File: config.mk
export PLATFORM = sky130hd
export DESIGN_NAME = mipz_ctrl
export DESIGN_NICKNAME = d
export VERILOG_FILES = /design/src/hw/rtl/mipz_pkg.sv /design/src/hw/rtl/mipz_ctrl.sv
export SDC_FILE = /design/constraint.sdc
export NUM_CORES = 1
export LEC_CHECK = 0
export CORE_MARGIN = 4
export CORE_UTILIZATION = 30
export CTS_BUF_LIST = sky130_fd_sc_hd__clkbuf_8
export DETAILED_ROUTE_END_ITERATION = 8
export DONT_BUFFER_PORTS = 1
export PLACE_DENSITY = 0.56
export RECOVER_POWER = 25
export SYNTH_ARGS = -nofsm -noshare
export SYNTH_HDL_FRONTEND = slang
export SYNTH_SLANG_ARGS = --single-unit
export TNS_END_PERCENT = 30
File: constraint.sdc
create_clock -name aclk -period 3 [get_ports aclk]
set_input_delay 0.6 -clock aclk [delete_from_list [all_inputs] [get_ports aclk]]
set_output_delay 0.6 -clock aclk [all_outputs]
set_load 0.005 [all_outputs]
File: src/hw/rtl/mipz_pkg.sv
// Types and constants shared by the projection block modules.
package mipz_pkg;

    localparam int MAX_PIXELS     = 65536;
    localparam int MAX_COMPONENTS = 3;
    localparam int STORE_DEPTH    = MAX_PIXELS * MAX_COMPONENTS;
    localparam int PIX_W          = $clog2(MAX_PIXELS);
    localparam int ADDR_W         = $clog2(STORE_DEPTH);

    localparam int SAMPLE_W = 8;
    localparam int COMP_W   = 2;
    localparam int COLS_W   = 11;
    localparam int ROWS_W   = 11;
    localparam int SLICES_W = 13;
    localparam int COL_W    = 10;
    localparam int ROW_W    = 10;
    localparam int SLICE_W  = 12;
    localparam int CFG_W    = 13;

    localparam logic [COLS_W-1:0]   COLS_LIMIT   = 11'd1024;
    localparam logic [ROWS_W-1:0]   ROWS_LIMIT   = 11'd1024;
    localparam logic [SLICES_W-1:0] SLICES_LIMIT = 13'd4096;
    localparam logic [COMP_W-1:0]   COMPS_LIMIT  = COMP_W'(MAX_COMPONENTS);

    // Output queue sizing
    localparam int FIFO_DEPTH = 8;
    localparam int FPTR_W     = $clog2(FIFO_DEPTH);
    localparam int FCNT_W     = FPTR_W + 1;

    typedef enum logic [1:0] {
        CFG_COLUMNS    = 2'd0,
        CFG_ROWS       = 2'd1,
        CFG_SLICES     = 2'd2,
        CFG_COMPONENTS = 2'd3
    } mipz_cfg_idx_t;

    typedef struct packed {
        logic [SAMPLE_W-1:0] sample;
        logic [ROW_W-1:0]    row;
        logic [COL_W-1:0]    col;
        logic [COMP_W-1:0]   comp;
        logic                first;
        logic                last;
        logic                done;
    } mipz_item_t;

    typedef struct packed {
        logic [SAMPLE_W-1:0] value;
        logic [COMP_W-1:0]   comp;
        logic                done;
    } mipz_result_t;

endpackage

File: src/hw/rtl/mipz_ctrl.sv
// Configuration registers and raster counters; tags each accepted sample.
module mipz_ctrl import mipz_pkg::*; (
    input  logic                aclk,
    input  logic                aresetn,
    input  logic                cfg_valid,
    output logic                cfg_ready,
    input  logic [1:0]          cfg_index,
    input  logic [CFG_W-1:0]    cfg_data,
    input  logic                accept,
    input  logic [SAMPLE_W-1:0] sample,
    output logic                item_valid,
    output mipz_item_t          item,
    output logic [COLS_W-1:0]   cols
);

    logic [COLS_W-1:0]   cols_cfg_reg;
    logic [ROWS_W-1:0]   rows_cfg_reg;
    logic [SLICES_W-1:0] slices_cfg_reg;
    logic [COMP_W-1:0]   comps_cfg_reg;

    logic [COL_W-1:0]   col_reg,   col_next;
    logic [ROW_W-1:0]   row_reg,   row_next;
    logic [SLICE_W-1:0] slice_reg, slice_next;
    logic [COMP_W-1:0]  comp_reg,  comp_next;

    logic               item_valid_reg;
    mipz_item_t         item_reg, item_next;

    logic [COLS_W-1:0]   cols_c;
    logic [ROWS_W-1:0]   rows_c;
    logic [SLICES_W-1:0] slices_c;
    logic [COMP_W-1:0]   comps_c;
    logic                comp_wrap, col_wrap, row_wrap, slice_wrap;
    logic [COMP_W-1:0]   comp_eff;

    assign cfg_ready = 1'b1;

    // Zero counts as one, oversize saturates
    always_comb begin
        cols_c   = (cols_cfg_reg == '0) ? COLS_W'(1) :
                   (cols_cfg_reg > COLS_LIMIT) ? COLS_LIMIT : cols_cfg_reg;
        rows_c   = (rows_cfg_reg == '0) ? ROWS_W'(1) :
                   (rows_cfg_reg > ROWS_LIMIT) ? ROWS_LIMIT : rows_cfg_reg;
        slices_c = (slices_cfg_reg == '0) ? SLICES_W'(1) :
                   (slices_cfg_reg > SLICES_LIMIT) ? SLICES_LIMIT : slices_cfg_reg;
        comps_c  = (comps_cfg_reg == '0) ? COMP_W'(1) :
                   (comps_cfg_reg > COMPS_LIMIT) ? COMPS_LIMIT : comps_cfg_reg;
    end

    always_comb begin
        comp_wrap  = ({1'b0, comp_reg} + 3'd1) >= {1'b0, comps_c};
        col_wrap   = ({1'b0, col_reg} + COLS_W'(1)) >= cols_c;
        row_wrap   = ({1'b0, row_reg} + ROWS_W'(1)) >= rows_c;
        slice_wrap = ({1'b0, slice_reg} + SLICES_W'(1)) >= slices_c;
        comp_eff   = (comp_reg >= comps_c) ? comps_c - COMP_W'(1) : comp_reg;

        comp_next  = comp_reg;
        col_next   = col_reg;
        row_next   = row_reg;
        slice_next = slice_reg;
        // Nested advance: each counter moves only when the inner one wraps
        if (comp_wrap) begin
            comp_next = '0;
            if (col_wrap) begin
                col_next = '0;
                if (row_wrap) begin
                    row_next = '0;
                    slice_next = slice_wrap ? '0 : slice_reg + SLICE_W'(1);
                end else begin
                    row_next = row_reg + ROW_W'(1);
                end
            end else begin
                col_next = col_reg + COL_W'(1);
            end
        end else begin
            comp_next = comp_reg + COMP_W'(1);
        end

        item_next.sample = sample;
        item_next.row    = row_reg;
        item_next.col    = col_reg;
        item_next.comp   = comp_eff;
        item_next.first  = (slice_reg == '0);
        item_next.last   = slice_wrap;
        item_next.done   = comp_wrap && col_wrap && row_wrap && slice_wrap;
    end

    always_ff @(posedge aclk) begin
        if (!aresetn) begin
            cols_cfg_reg   <= COLS_W'(1);
            rows_cfg_reg   <= ROWS_W'(1);
            slices_cfg_reg <= SLICES_W'(1);
            comps_cfg_reg  <= COMP_W'(1);
        end else if (cfg_valid && cfg_ready) begin
            unique case (mipz_cfg_idx_t'(cfg_index))
                CFG_COLUMNS:    cols_cfg_reg   <= cfg_data[COLS_W-1:0];
                CFG_ROWS:       rows_cfg_reg   <= cfg_data[ROWS_W-1:0];
                CFG_SLICES:     slices_cfg_reg <= cfg_data[SLICES_W-1:0];
                CFG_COMPONENTS: comps_cfg_reg  <= cfg_data[COMP_W-1:0];
                default: ;
            endcase
        end
    end

    always_ff @(posedge aclk) begin
        if (!aresetn) begin
            col_reg        <= '0;
            row_reg        <= '0;
            slice_reg      <= '0;
            comp_reg       <= '0;
            item_valid_reg <= 1'b0;
        end else begin
            item_valid_reg <= accept;
            if (accept) begin
                col_reg   <= col_next;
                row_reg   <= row_next;
                slice_reg <= slice_next;
                comp_reg  <= comp_next;
            end
        end
    end

    always_ff @(posedge aclk) begin
        if (accept) begin
            item_reg <= item_next;
        end
    end

    assign item_valid = item_valid_reg;
    assign item       = item_reg;
    assign cols       = cols_c;

endmodule

; ---- After elaboration in Yosys (flattened, before gate mapping)
; Cells that the tools add are included.
[word_totals]
wordCells = 66
out_inout_bits = 46
ff_bits = 105
in_bits = 27
[classes]
reduce_logical = 16
muxes = 13
eq_ne = 3
n_lt_le_gt_ge = 9
addsub = 9
[ops]
columns = op, n
row1 = $mux 11, 4
row2 = $mux 13, 2
row3 = $add 10x1->11 const B, 2
row4 = $ge 11x11->1, 2
row5 = $gt 11x11->1 const B, 2
row6 = $logic_not 11->1, 2
row7 = $add 10x1->10 const B, 2
row8 = $mux 10, 2
row9 = $add 12x1->13 const B, 1
row10 = $ge 13x13->1, 1
row11 = $gt 13x13->1 const B, 1
row12 = $logic_not 13->1, 1
row13 = $add 12x1->12 const B, 1
row14 = $logic_not 12->1, 1
row15 = $mux 12, 1
row16 = $reduce_and 2->1, 5
row17 = $mux 2, 4
row18 = $eq 2x2->1 const B, 2
row19 = $logic_not 2->1, 2
row20 = $reduce_and 4->1, 1
row21 = $add 2x1->3 const B, 1
row22 = $ge 3x2->1, 1
row23 = $logic_and 1x1->1, 3
row24 = $reduce_and 3->1, 1
row25 = other kinds (5), 5

; ---- Logic depth before layout (Yosys ltp)
[depth]
ltp_word = 7
ltp_mapped = 14
ltp_nobuf = 12

; ---- Worst setup path after synthesis
; Ideal clock, no wire load.
[synth_timing]
path_type = register to register
start = register row_reg[0]
end = register row_reg[2]
arrival_time_ns = 3.050
required_time_ns = 2.927
setup_ns = 0.073
period_less_slack_ns = 3.124
path_stages_with_launch = 13
path_buffers = 0
setup_slack_ns = -0.124
path_cell_list = dfxtp_1 > ha_1 > and3_1 > and3_1 > nor2b_1 > or2_2 > ha_1 > a21o_1 > a221o_1 > a41oi_2 > o211ai_2 > or4b_1 > o211ai_2
[synth_between]
elab_chain_len = 3
elab_cells_between_ends = 4
classes_between = add/sub: 2 / order compare: 1 / mux: 1
[synth_lines]
columns = item, line
row1 = "start, declared", mipz_ctrl.sv:22  ; logic [ROW_W-1:0] row_reg, row_next;
row2 = "start signal, assigned", mipz_ctrl.sv:116  ; row_reg <= row_next;
row3 = $add 10x1->11, mipz_ctrl.sv:53  ; row_wrap = ({1'b0, row_reg} + ROWS_W'(1)) >= rows_c;
row4 = $ge 11x11->1, mipz_ctrl.sv:53
row5 = $mux 10 *, mipz_ctrl.sv:66  ; if (row_wrap) begin
; Every way passes the cells marked *; elsewhere a longest branch is shown, timed or not.
; A chain may end at the register's enable or synchronous reset.

; ---- Worst setup path in the final report
[layout_timing]
start = register row_reg[0]
end = register row_reg[8]
; The elaborated chain is that of the path after synthesis.

==> summary by stage <==
Global routing
For this run, global-route usage on met3 was measured as ~3.3%. After global routing the overflow that remains totals 0. The first global-routing pass estimated approximately 23000 um of wire. The number of global-route vias before repair came to ~4300. The fraction of met2 tracks used by global routing is a little over a fifth. The number of antenna violations at the first check in global routing came to 0. The most heavily used metal layer in global routing is met2. The pin count of the biggest net entering global routing is 41. For met1 alone, demand over resource in global routing was 19.6%. The combined global-route utilization of all metal layers is between 10% and 20%.

Placed design
The HPWL after detailed placement is approximately 10000 um. The final estimated routing congestion in global placement is 0.929. Counting tap cells, the placed design contains a total of about 830 instances. The post-place setup slack is -52.8 ps.

The number of port buffers is 0. Once placement finished, the instance area stood at ~0.006 mm2.

Clocking
The number of clock buffers added by TritonCTS is 9. The clock latency on the worst-skew pair is between 300 and 400 ps. Counting along the longest clock path gives a buffer depth of 2. The clock-pin slew reported for the worst setup and hold paths after clock tree synthesis is approximately 100 ps. TritonCTS built the clock tree. The number of hold buffers added after CTS was 0. The number of H-tree levels is 3. The clock net sink count is approximately 110. The root buffer selected by CTS is clkbuf_8.

Min path
In this run the worst hold path is classified as input pin to register. Along the worst hold path, the cell count comes to 1.

Synthesis
Of all cell types, the one taking the most synthesized area is dfxtp_1. The warning count from the yosys run is 0. The gate count of the mapped netlist is between 500 and 600. The share of synthesized area in the top cell type comes to between 20% and 30%. In this run, distinct cell masters in the synthesized netlist total between 50 and 60. By area the synthesized netlist is led by dfxtp_1, edfxtp_1, ha_1, nand2_1, mux2i_1. The number of nets handed over by synthesis was about 660. The number of enable flip-flop cells after synthesis is 33. The cell area that synthesis handed to floorplanning was 0.00544 mm2. Summing the sequential cell areas from Yosys gives 44.7% of the chip area.

The async set or reset register ratio after synthesis is 0%. The total of flip-flops plus latches after synthesis is 105. The mean instance size in the synthesized netlist is 9.21 um2. Among all flip-flop cells after synthesis, the most frequent one is dfxtp_1.

Timing
The worst max-slew margin expressed relative to the limit is 39.6%. Setup violations remaining at the end of the flow were counted as 1. The share of the clock period used by the worst path is 101%.

The clock period minus final worst setup slack is 3030 ps. For the pin with the worst max-slew slack, the measured transition is roughly 900 ps. The count of endpoints failing hold in the final timing report is 0. The final number of max-transition violations was 0.

Setup repair after global routing could not meet its margin everywhere. The maximum clock skew at final layout is slightly above 9 ps. The achievable frequency is about 330 MHz. Across all setup checks in the final design, the least slack found is -32.4 ps.

Finish
The number of cells in the finished layout apart from fillers is ~850. Measured on the finished design, the core utilization comes to a little over a third. The layout filler cell count is between 1500 and 2000. The register with the most flip-flops in the layout has 33 of them. The final non-filler cell area is 0.00633 mm2. In the final layout, the multi-input gates occupy ~0.003 mm2.

The repair_antennas step left the layout with diodes totalling 0. The layout overhead on the synthesized area is 16.5%. In the final layout, the share of cells above drive strength 1 is between 10% and 20%. The sequential cell area is ~0.0024 mm2. The final layout net count is just under 700.

Die
73 I/O pins were placed. The row count is 48. The die covers 0.0203 mm2. The initial cell density of the core is 31.0%. From left edge to right edge, the die measures ~140 um. The floorplan step defined a core boundary enclosing approximately 0.018 mm2.

The height of the die is about 140 um.

Routing
The average wire per standard cell is 16.4 um. The count of antenna-violating nets left after detailed routing is 0. After detailed routing, the number of remaining DRC violations is 0. The routed design has approximately 14000 um of wire. The number of DRC markers after the initial detailed-route iteration is 270. In the routed layout, each cell is associated on average with a via count of approximately 5. Across all layers, the routed design uses ~4300 vias. The detailed-router iteration count before antenna repair is 4.

Flow run
The tool flagged a number of max-cap violations equal to 0.

Setup path
The kind of launch point of the worst setup path is a register. The maximum net fanout on the critical path is 4. The required arrival time at the worst endpoint is between 3000 and 4000 ps. The worst register-to-register path has a depth of 13.

The critical path endpoint category is a register. The critical path in this run is classified as register to register. The arrival time reported for the critical path endpoint is roughly 3400 ps.

Run status
The flow ran to the end, but the final reports show violations. The checks that failed: negative setup slack.

Pwr
Across the VDD grid, the largest voltage drop is between 0.2 and 0.3 mV. Total power for the finished layout comes to a little under 0.003 W. The leakage power is between 2 and 3 nW.

The power per standard cell area is 467 mW/mm2.
-- metrics by stage --
| stage | hold slack, ps | TNS [ps] |
|---|---|---|
| after floorplan | 406 | 0 |
| after global placement | 438 | 0 |
| after detailed placement | 455 | -87.3 |
| after CTS | 252 | -12.5 |
| after global routing | 269 | -361 |
| final | 283 | -32.4 |
-- logic make-up (layout without fill, tap and decap cells) --
family	after synthesis	count (layout)	synth area share (%)
other	1	1	0.0690
and+or+nand+nor	243	243	21.3
AOI/OAI and AO/OA	97	97	11.4
xor gates and xnor gates	24	24	3.87
DFF	105	105	44.7
adders and majority gates	44	44	10.3
muxes	24	24	4.44
buffers and inverters	52	88	3.91
-- layout by cell type, fill, tap and decap left out, types with 4 or more instances in the layout --
cell type	instances
edfxtp_1	33
nor2b_1	4
ha_1	41
o21ai_0	11
and3_1	9
nand2b_1	9
nor2_1	42
xor2_1	11
or3_1	8
a211oi_1	6
xnor2_1	13
nand2_1	92
nand3_1	29
a21o_1	6
nor4_1	8
o22ai_1	7
clkbuf_8	10
and3_4	6
buf_4	46
nand4_1	14
inv_1	26
mux2i_1	23
dfxtp_1	69
a21oi_1	39
a31oi_1	5
-- metal layers --
layer	part of all wire [%]	routed length, um
met1	48	6720
met2	44	6100
met3	6.5	908
met4	1.6	219
met5	0	0
-- worst max-delay path, stage by stage (launching register included) --
cell and delay, ps:
dfxtp_4 370, ha_4 160, and3_4 180, and3_4 180
nor2b_4 120, or2_4 250, ha_4 210, and3_4 170
a221o_1 330, a41oi_2 220, o211ai_2 130, buf_4 170
or4_4 410, nand3_2 80
-- layout make-up --
cell class / instances / share of cell area (%)
Tap cell: 225 / 4.44
Timing Repair Buffer: 48 / 5.85
Sequential cell: 105 / 38.5
Clock inverter: 6 / 1.20
Inverter: 24 / 1.42
Clock buffer: 10 / 2.17
Multi-Input combinational cell: 433 / 46.4
-- power by group --
group          switching [W]  total [W]  internal [W]
clock               0.000492   0.000975      0.000484
sequential         0.0000401    0.00156       0.00152
combinational       0.000254   0.000427      0.000173
-- synthesized netlist by cell type (5+ instances only) --
cell type,count
mux2i_1,23
ha_1,43
edfxtp_1,33
xor2_1,11
o21ai_0,12
dfxtp_1,72
buf_2,5
inv_1,23
nand2_1,92
a211oi_1,9
nor4_1,8
nand2b_1,9
o22ai_1,7
a21o_1,7
or3_1,8
nand3_1,32
clkbuf_1,17
nand4_1,14
nor2b_1,5
nor2_1,42
and3_1,15
xnor2_1,13
a21oi_1,39
a31oi_1,6
-- what timing repair did --
action | CTS | global route
buffers inserted | 0 | 2
resized for setup | 8 | 24
setup endpoints to repair | 3 | 23
gates cloned | 0 | 1
pin swaps | 4 | 6
-- path summary, 6_finish.rpt --
kind,startpoint,end,slack (ps)
min,aresetn,comps_cfg_reg[0],280
min reg2reg,slices_cfg_reg[3],slices_cfg_reg[3],480
max,row_reg[0],row_reg[8],-30
max reg2reg,row_reg[0],row_reg[8],-30
Note: power is estimated with default switching activity, not from simulation.
