[src/hw/rtl/mipz_pkg.sv]
// Types and constants shared by the projection block modules.
package mipz_pkg;

    localparam int MAX_PIXELS     = 65536;
    localparam int MAX_COMPONENTS = 3;
    localparam int STORE_DEPTH    = MAX_PIXELS * MAX_COMPONENTS;
    localparam int PIX_W          = $clog2(MAX_PIXELS);
    localparam int ADDR_W         = $clog2(STORE_DEPTH);

    localparam int SAMPLE_W = 8;
    localparam int COMP_W   = 2;
    localparam int COLS_W   = 11;
    localparam int ROWS_W   = 11;
    localparam int SLICES_W = 13;
    localparam int COL_W    = 10;
    localparam int ROW_W    = 10;
    localparam int SLICE_W  = 12;
    localparam int CFG_W    = 13;

    localparam logic [COLS_W-1:0]   COLS_LIMIT   = 11'd1024;
    localparam logic [ROWS_W-1:0]   ROWS_LIMIT   = 11'd1024;
    localparam logic [SLICES_W-1:0] SLICES_LIMIT = 13'd4096;
    localparam logic [COMP_W-1:0]   COMPS_LIMIT  = COMP_W'(MAX_COMPONENTS);

    // Output queue sizing
    localparam int FIFO_DEPTH = 8;
    localparam int FPTR_W     = $clog2(FIFO_DEPTH);
    localparam int FCNT_W     = FPTR_W + 1;

    typedef enum logic [1:0] {
        CFG_COLUMNS    = 2'd0,
        CFG_ROWS       = 2'd1,
        CFG_SLICES     = 2'd2,
        CFG_COMPONENTS = 2'd3
    } mipz_cfg_idx_t;

    typedef struct packed {
        logic [SAMPLE_W-1:0] sample;
        logic [ROW_W-1:0]    row;
        logic [COL_W-1:0]    col;
        logic [COMP_W-1:0]   comp;
        logic                first;
        logic                last;
        logic                done;
    } mipz_item_t;

    typedef struct packed {
        logic [SAMPLE_W-1:0] value;
        logic [COMP_W-1:0]   comp;
        logic                done;
    } mipz_result_t;

endpackage

[src/hw/rtl/mipz_fifo.sv]
// Output queue that decouples the store pipeline from the result consumer.
module mipz_fifo import mipz_pkg::*; (
    input  logic              aclk,
    input  logic              aresetn,
    input  logic              push,
    input  mipz_result_t      push_data,
    output logic              out_valid,
    input  logic              out_ready,
    output mipz_result_t      out_data,
    output logic [FCNT_W-1:0] count
);

    mipz_result_t      entry_mem [FIFO_DEPTH];
    logic [FPTR_W-1:0] head_reg, head_next;
    logic [FPTR_W-1:0] tail_reg, tail_next;
    logic [FCNT_W-1:0] count_reg, count_next;
    logic              pop;

    assign out_valid = (count_reg != '0);
    assign pop       = out_valid && out_ready;
    assign out_data  = entry_mem[head_reg];
    assign count     = count_reg;

    always_comb begin
        head_next  = pop  ? head_reg + FPTR_W'(1) : head_reg;
        tail_next  = push ? tail_reg + FPTR_W'(1) : tail_reg;
        count_next = count_reg + FCNT_W'(push) - FCNT_W'(pop);
    end

    always_ff @(posedge aclk) begin
        if (push) begin
            entry_mem[tail_reg] <= push_data;
        end
    end

    always_ff @(posedge aclk) begin
        if (!aresetn) begin
            head_reg  <= '0;
            tail_reg  <= '0;
            count_reg <= '0;
        end else begin
            head_reg  <= head_next;
            tail_reg  <= tail_next;
            count_reg <= count_next;
        end
    end

endmodule

[config.mk]
export PLATFORM = sky130hd
export DESIGN_NAME = mipz_fifo
export DESIGN_NICKNAME = d
export VERILOG_FILES = /design/src/hw/rtl/mipz_pkg.sv /design/src/hw/rtl/mipz_fifo.sv
export SDC_FILE = /design/constraint.sdc
export NUM_CORES = 1
export LEC_CHECK = 0
export BUFFER_PORTS_ARGS = -buffer_cell sky130_fd_sc_hd__buf_2
export CORE_ASPECT_RATIO = 1.75
export CORE_MARGIN = 3
export CORE_UTILIZATION = 24
export DETAILED_ROUTE_END_ITERATION = 7
export HOLD_SLACK_MARGIN = 0.03
export PLACE_DENSITY = 0.45
export SYNTH_ARGS = -nofsm -noshare
export SYNTH_HDL_FRONTEND = slang
export SYNTH_SLANG_ARGS = --single-unit
export TNS_END_PERCENT = 30
[constraint.sdc]
create_clock -name aclk -period 2.5 [get_ports aclk]
set_clock_uncertainty 0.15 [all_clocks]
set_input_delay 0.5 -clock aclk [delete_from_list [all_inputs] [get_ports aclk]]
set_output_delay 0.5 -clock aclk [all_outputs]
set_load 0.01 [all_outputs]
# After elaboration in Yosys (flattened, before gate mapping)
# Memory sizes are Yosys's and may differ from the RTL's. A register that Yosys moved wholly into a read port is not among the register bits.
# Cells that the tools add are included.
# classes
n_addsub	4
mux	4
reduce_logical	2
# ops
op	n
adder 3 x 1 -> 3 bit, second input constant	2
two-way mux 3 bit	2
adder 4 x 1 -> 4 bit	1
nonzero test 4 bit	1
subtractor 4 x 1 -> 4 bit	1
two-way mux 1 bit	2
logical AND 1 bit	1
# word_totals
register_bits	10
ram_bits	88
input_bits	15
word_cells	14
n_memories	1
# memory_table
name	words	width	read_ports	rd_ports_with_merged_regs	wr	line_no	rtl
entry_mem	8	11	1	1	1	mipz_fifo.sv:13	mipz_result_t entry_mem [FIFO_DEPTH];

# Longest topological paths before layout
# Gate-level depths: netlist of run 1.
# logic_depth
word_depth	4
ltp_mapped	10

# Worst setup path before layout of run 1
# No wires, ideal clock.
# synth_timing
kind	register to register
from	reg count_reg[2], in the netlist count[2]
to	reg count_reg[3], in the netlist count[3]
setup_time_ps	72
arrival_time_ps	2028
required_ps	2278
setup_slack_ps	250
stages_incl_launch_ff	10
n_path_buf	0
synth_period_minus_slack_ps	2250
path_cell_list	dfxtp_1 -> inv_1 -> ha_1 -> or3b_2 -> nand2_2 -> or2_2 -> ha_1 -> a21o_1 -> a21oi_1 -> mux2i_1
# synth_via
elab_chain_cells	3
word_cells_on_any_way	4
cone_classes	add/sub: 2; reduce/logical: 2
# synth_lines
item	line_no	rtl
start: declaration	mipz_fifo.sv:16	logic [FCNT_W-1:0] count_reg, count_next;
start signal: assignment	mipz_fifo.sv:44	count_reg <= count_next;
nonzero test 4 bit	mipz_fifo.sv:19	assign out_valid = (count_reg != '0);
net out_valid	mipz_fifo.sv:7	output logic out_valid,
logical AND 1 bit	mipz_fifo.sv:20	assign pop = out_valid && out_ready;
subtractor 4 x 1 -> 4 bit	mipz_fifo.sv:27	count_next = count_reg + FCNT_W'(push) - FCNT_W'(pop);
# The timed path passes the listed nets, and every way through them passes these cells.
# A chain may end at the register's enable or synchronous reset.

==> results.tsv, run 1 <==
metric	value	unit
status	finished with violations	
violations	negative setup slack	
final_max_slew_viol_count	0	
yosys_warnings	0	
grt_start_max_net_pins	23	
worstPathMaxFanout	5	
hold_path_class	in -> reg	
worstSetupStartpointType	register	
grt_pass1_vias	2083	
wl_per_cell	17.1	um
stdcell_count	476	
synth.avg_cell_area	20.4	um2
tightestPinTransition	278	ps
yosysUniqueCellTypes	25	
synth_area_leaders	edfxtp_1, mux4_1, dfxtp_1, mux2_2, mux2i_1	
fin_area	0.00494	mm2
ctsHoldBuffers	0	
fmax	0.398	GHz
ir_drop	0.000477	V
route.vias.total	1925	
synth_cells	198	
required	1850	ps
firstDrtPassIters	4	
post-route-period-util	101	%
dp_cells	457	
cap_violations	0	
synth_common_cells	edfxtp_1, mux4_1, dfxtp_1, mux2_2, mux2i_1	
syn_area	0.00405	mm2
drive_above_1_share	38.9	%
num_rows	62	
cts_sinks	101	
ys.flop_type	edfxtp_1	
slowest_delay	500	ps
fp.coreArea	0.0164	mm2
ys_ff_latch	101	
die_area	0.0185	mm2
die_y	178	um
critPathArrivalTime	1860	ps
synthArstFlopShare	0	%
setup_slack	-13.5	ps
cts_root_buffer	clkbuf_16	
vias_per_cell	4.04	
antenna_found_initial	0	
hpwl	4710	um
leakage	1.69	nW
reg2regPathDepth	9	
hold_violations	0	
r2r_start	count[2]$_SDFF_PN0_	
overflow	0	
htree_levels	3	
cts_tree	done	
clkLatencyLatePin	340	ps
yosys.area.top_type_share	65.3	%
p_per_area	860	mW/mm2
cts_buffer_depth	2	
rrSetupSlack	200	ps
synth_seq_area_share	71.7	%
placed_cell_area	0.00456	mm2
relSlewSlack	81.4	%
largest_reg_flops	88	
reg2reg_to	count[1]$_SDFF_PN0_	
final_nets	269	
routed_wl	8140	um
cts_buffers	9	
rsz0062_at_grt	true	
post_cts_buffers	0	
drcViolationCount	0	
initial_core_util	24.6	%
track_usage	8.80	%
synthesis.nets	220	
path_cells	clkbuf_16 -> mux4_2 -> mux2_4 -> buf_6	
cp-end-kind	output port	
min_period	2510	ps
setup_viol	5	
drtIter0Drc	114	
cp-endpoint	out_data[6]	
ant_nets	0	
port_buffers	30	
pin_count	31	
synth_edf_count	88	
clkSlewWorstSetupHoldPaths	70	ps
path_class	reg -> out	
yosys.area.top_type	edfxtp_1	
synthToLayoutAreaGrowth	22.1	%
yosysMostFrequentCell	edfxtp_1	
die_w	104	um
grt_pass1_wl	11900	um
cp_slowest_cell	mux4_2	
place.gp.congestion	0.671	
diodes	0	
-- power by group --
part	switching (mW)	internal (mW)	total, mW
clock network	0.621	0.695	1.32
registers	0.0604	1.92	1.98
logic	0.405	0.550	0.955
total	1.09	3.16	4.25
-- layout by cell type (no fill, tap or decap), drive strengths merged --
cell type	count
a21o	1
a21oi	1
and2	4
buf	42
clkbuf	12
clkinv	3
dfxtp	13
edfxtp	88
fa	1
ha	6
inv	7
mux2	11
mux2i	9
mux4	22
nand2	9
nand2b	6
nand3	1
nor2	7
nor2b	2
nor3	2
or2	1
or3b	1
xnor2	2
xor2	1
-- worst max-delay path: cells and delay by family, from the launching register on --
family / cells / cell delay, ps
muxes: 2 / 780
DFF: 1 / 430
buffers and inverters: 2 / 310
-- how the worst min path moves through the flow --
stage | from | end | slack (ps) | cells after the start
2_1_floorplan | head_reg[2]$_SDFFE_PN0P_ | register | 310 | 2
3_3_place_gp | head_reg[2]$_SDFFE_PN0P_ | head_reg[2]$_SDFFE_PN0P_ | 310 | 2
3_5_place_dp | head_reg[2]$_SDFFE_PN0P_ | head_reg[2]$_SDFFE_PN0P_ | 330 | 2
4_1_cts | push_data[8] | entry_mem[5][8]$_DFFE_PP_ | 270 | 1
5_1_grt | push_data[2] | entry_mem[3][2]$_DFFE_PP_ | 280 | 1
6_report | push_data[6] | entry_mem[1][6]$_DFFE_PP_ | 270 | 1
-- cells by family after synthesis --
| family | after synthesis | synth area share (%) |
|---|---|---|
| muxes | 42 | 19.6 |
| adders and majority gates | 7 | 2.35 |
| AOI/OAI and AO/OA | 2 | 0.309 |
| xor gates and xnor gates | 3 | 0.649 |
| buffers and inverters | 10 | 1.30 |
| DFF | 101 | 71.7 |
| and+or+nand+nor | 33 | 4.14 |
-- metrics by stage --
step	hold slack, ps	power [mW]	util [%]	TNS (ps)	worst slack [ps]
detailed placement	331	2.78	27.7	0	190
finish	274	4.25	30.1	-40.0	-13.5
floorplan	306	2.52	-	0	250
CTS	269	4.14	29.6	-543	-73.5
global route	282	4.47	30.1	-671	-73.6
global placement	313	2.77	27.7	0	239
-- routing by layer --
metal | GRT usage (%) | routed length (um) | vias up
met1 | 9.52 | 3290 | 992
met2 | 16.0 | 4390 | 31
li1 | - | - | 888
met3 | 1.78 | 233 | 14
met4 | 4.88 | 220 | 0
met5 | 0 | 0 | -
-- repair_timing --
item,CTS,global route
cloned,1,2
resized for setup,6,39
pin swaps,0,0
endpoints found under the setup margin,11,11
-- cell type report --
| class | instances | area [um2] |
|---|---|---|
| flip-flops and latches | 101 | 2910 |
| clock inverters | 6 | 55.1 |
| repair buffers | 44 | 398 |
| multi-input cells | 87 | 1060 |
| clock buffers | 10 | 229 |
| well taps | 224 | 280 |
| inverters | 4 | 15.0 |
| fillers | 1680 | 11500 |
Note: power is estimated with default switching activity, not from simulation.
==> run 2: changes to the inputs <==
--- a/config.mk
+++ b/config.mk
@@ -15,4 +15,4 @@
 export SYNTH_ARGS = -nofsm -noshare
 export SYNTH_HDL_FRONTEND = slang
 export SYNTH_SLANG_ARGS = --single-unit
-export TNS_END_PERCENT = 30
+export TNS_END_PERCENT = 10
==> run 2 against run 1 <==
  * The run still ends with negative setup slack left
  * Routed wire length is essentially flat
  * Core utilization about the same
  * Count of clock-buffer cells in the layout is the same
  * Global-route usage is the same
  * Register-to-register slack is essentially flat
  * Combinational power fell by 0.4%
  * Non-clock buffer count unchanged
  * Sequential share of layout area hardly changed
==> results.tsv, run 2 (same netlist as run 1, synthesis figures left out) <==
metric	value	unit	change
status	finished with violations		
violations	negative setup slack		
tightestPinTransition	275	ps	-2.79 ps
p_seq_share	46.6	%	about the same
drive_above_1_share	38.9	%	unchanged
htree_levels	3		unchanged
largest_reg_flops	88		unchanged
required	1850	ps	about the same
leakage	1.69	nW	-0.22%
rsz0062_at_grt	true		
wl_per_cell	17.1	um	about the same
synthToLayoutAreaGrowth	22.0	%	about the same
die_w	104	um	unchanged
hp-start	push_data[6]		
die_y	178	um	unchanged
critPathArrivalTime	1860	ps	about the same
drtIter0Drc	110		-3.5%
relSlewSlack	81.6	%	+0.19 points
worstPathMaxFanout	5		unchanged
regArea	0.00291	mm2	unchanged
cts_sinks	101		unchanged
min_period	2510	ps	-0.347 ps
clockPowerShare	31.0	%	about the same
ir_drop	0.000477	V	about the same
track_usage	8.80	%	unchanged
initial_core_util	24.6	%	unchanged
fp.coreArea	0.0164	mm2	unchanged
path_class	reg -> out		
route.vias.total	1928		+0.16%
p_per_area	860	mW/mm2	about the same
cts_buffers	9		unchanged
fillers	1680		unchanged
final_common_cell	edfxtp_1		
grt_pass1_wl	11900	um	unchanged
fin_total_pwr	4.24	mW	-0.10%
final_cell_mix	edfxtp_1, mux4_2, buf_2		
die_area	0.0185	mm2	unchanged
post-route-period-util	101	%	about the same
grt_start_max_net_pins	23		unchanged
place.gp.congestion	0.671		unchanged
diodes	0		unchanged
cts_buffer_depth	2		unchanged
post_cts_buffers	0		unchanged
path_cells	clkbuf_16 -> mux4_2 -> mux2_4 -> buf_6		
num_rows	62		unchanged
final_nets	269		unchanged
hold_violations	0		unchanged
setup_viol	5		unchanged
cap_violations	0		unchanged
r2r_start	count[2]$_SDFF_PN0_		
vias_per_cell	4.05		+0.16%
fin_area	0.00494	mm2	about the same
crit_family	multiplexers		
clkLatencyLatePin	340	ps	about the same
switching_share	25.6	%	about the same
worstSetupStartpointType	register		
overflow	0		unchanged
grt_pass1_vias	2083		unchanged
hold_path_class	in -> reg		
cts_tree	done		
routed_wl	8140	um	about the same
combPwrFrac	22.4	%	about the same
pin_count	31		unchanged
firstDrtPassIters	4		unchanged
antenna_found_initial	0		unchanged
p_switching	1.09	mW	about the same
final_max_slew_viol_count	0		unchanged
clkSlewWorstSetupHoldPaths	70	ps	about the same
fmax	0.398	GHz	about the same
placed_cell_area	0.00456	mm2	unchanged
slowest_delay	500	ps	about the same
ant_nets	0		unchanged
internal-power	3.16	mW	-0.11%
setup_slack	-13.2	ps	+0.347 ps
cp_num_buf_inv	2		unchanged
cp-end-kind	output port		
port_buffers	30		unchanged
multiInputGateArea	0.00105	mm2	-0.36%
drcViolationCount	0		unchanged
cp_slowest_cell	mux4_2		
cts_root_buffer	clkbuf_16		
hpwl	4710	um	unchanged
[run 2: final timing paths]
| kind | to | slack [ps] | depth (start not counted) |
|---|---|---|---|
| max | out_data[6] | -10 | 4 |
| min | entry_mem[1][6]$_DFFE_PP_ | 270 | 1 |
| max reg2reg | count[1]$_SDFF_PN0_ | 200 | 9 |
| min reg2reg | head_reg[1]$_SDFFE_PN0P_ | 340 | 2 |
[run 2: per-stage QoR]
step / hold WS (ps) / util, % / std cells / worst slack, ps / setup TNS (ps)
3_3_place_gp: 313 / 27.7 / 457 / 239 / 0
4_1_cts: 269 / 29.6 / 474 / -73.5 / -543
6_report: 274 / 30.0 / 476 / -13.2 / -39.9
2_1_floorplan: 306 / - / 198 / 250 / 0
5_1_grt: 282 / 30.0 / 476 / -73.6 / -671
3_5_place_dp: 331 / 27.7 / 457 / 190 / 0
[run 2: area by class of cell]
type | instances | share of cell area (%)
Clock buffer | 10 | 4.64
Timing Repair Buffer | 44 | 8.06
Inverter | 4 | 0.304
Tap cell | 224 | 5.68
Sequential cell | 101 | 58.9
Clock inverter | 6 | 1.11
Multi-Input combinational cell | 87 | 21.4
[run 2: metal layers]
| layer | global-route usage [%] | wire (um) | vias to the layer above |
|---|---|---|---|
| met5 | 0 | 0 | - |
| met4 | 4.88 | 220 | 0 |
| met3 | 1.78 | 233 | 14 |
| met2 | 16.0 | 4390 | 31 |
| met1 | 9.52 | 3290 | 995 |
| li1 | - | - | 888 |
[run 2: worst register-to-register path, delay by kind of cell (launching register included)]
kind	cells	cell delay [ps]
muxes	1	120
and+or+nand+nor	3	770
adders and majority gates	3	760
DFF	1	310
buffers and inverters	2	140
[run 2: power by group through the flow]
stage | combinational [mW] | sequential, mW | clock (mW)
floorplan | 0.510 | 2.01 | 0
global placement | 0.773 | 2.00 | 0
detailed placement | 0.781 | 2.00 | 0
CTS | 0.809 | 1.97 | 1.36
global route | 1.05 | 1.99 | 1.42
finish | 0.951 | 1.98 | 1.32
[run 2: timing repair]
action                     in CTS  in global routing
resized for setup               6                 38
setup endpoints to repair      11                 11
cloned                          1                  2
hold buffers                    0                  0
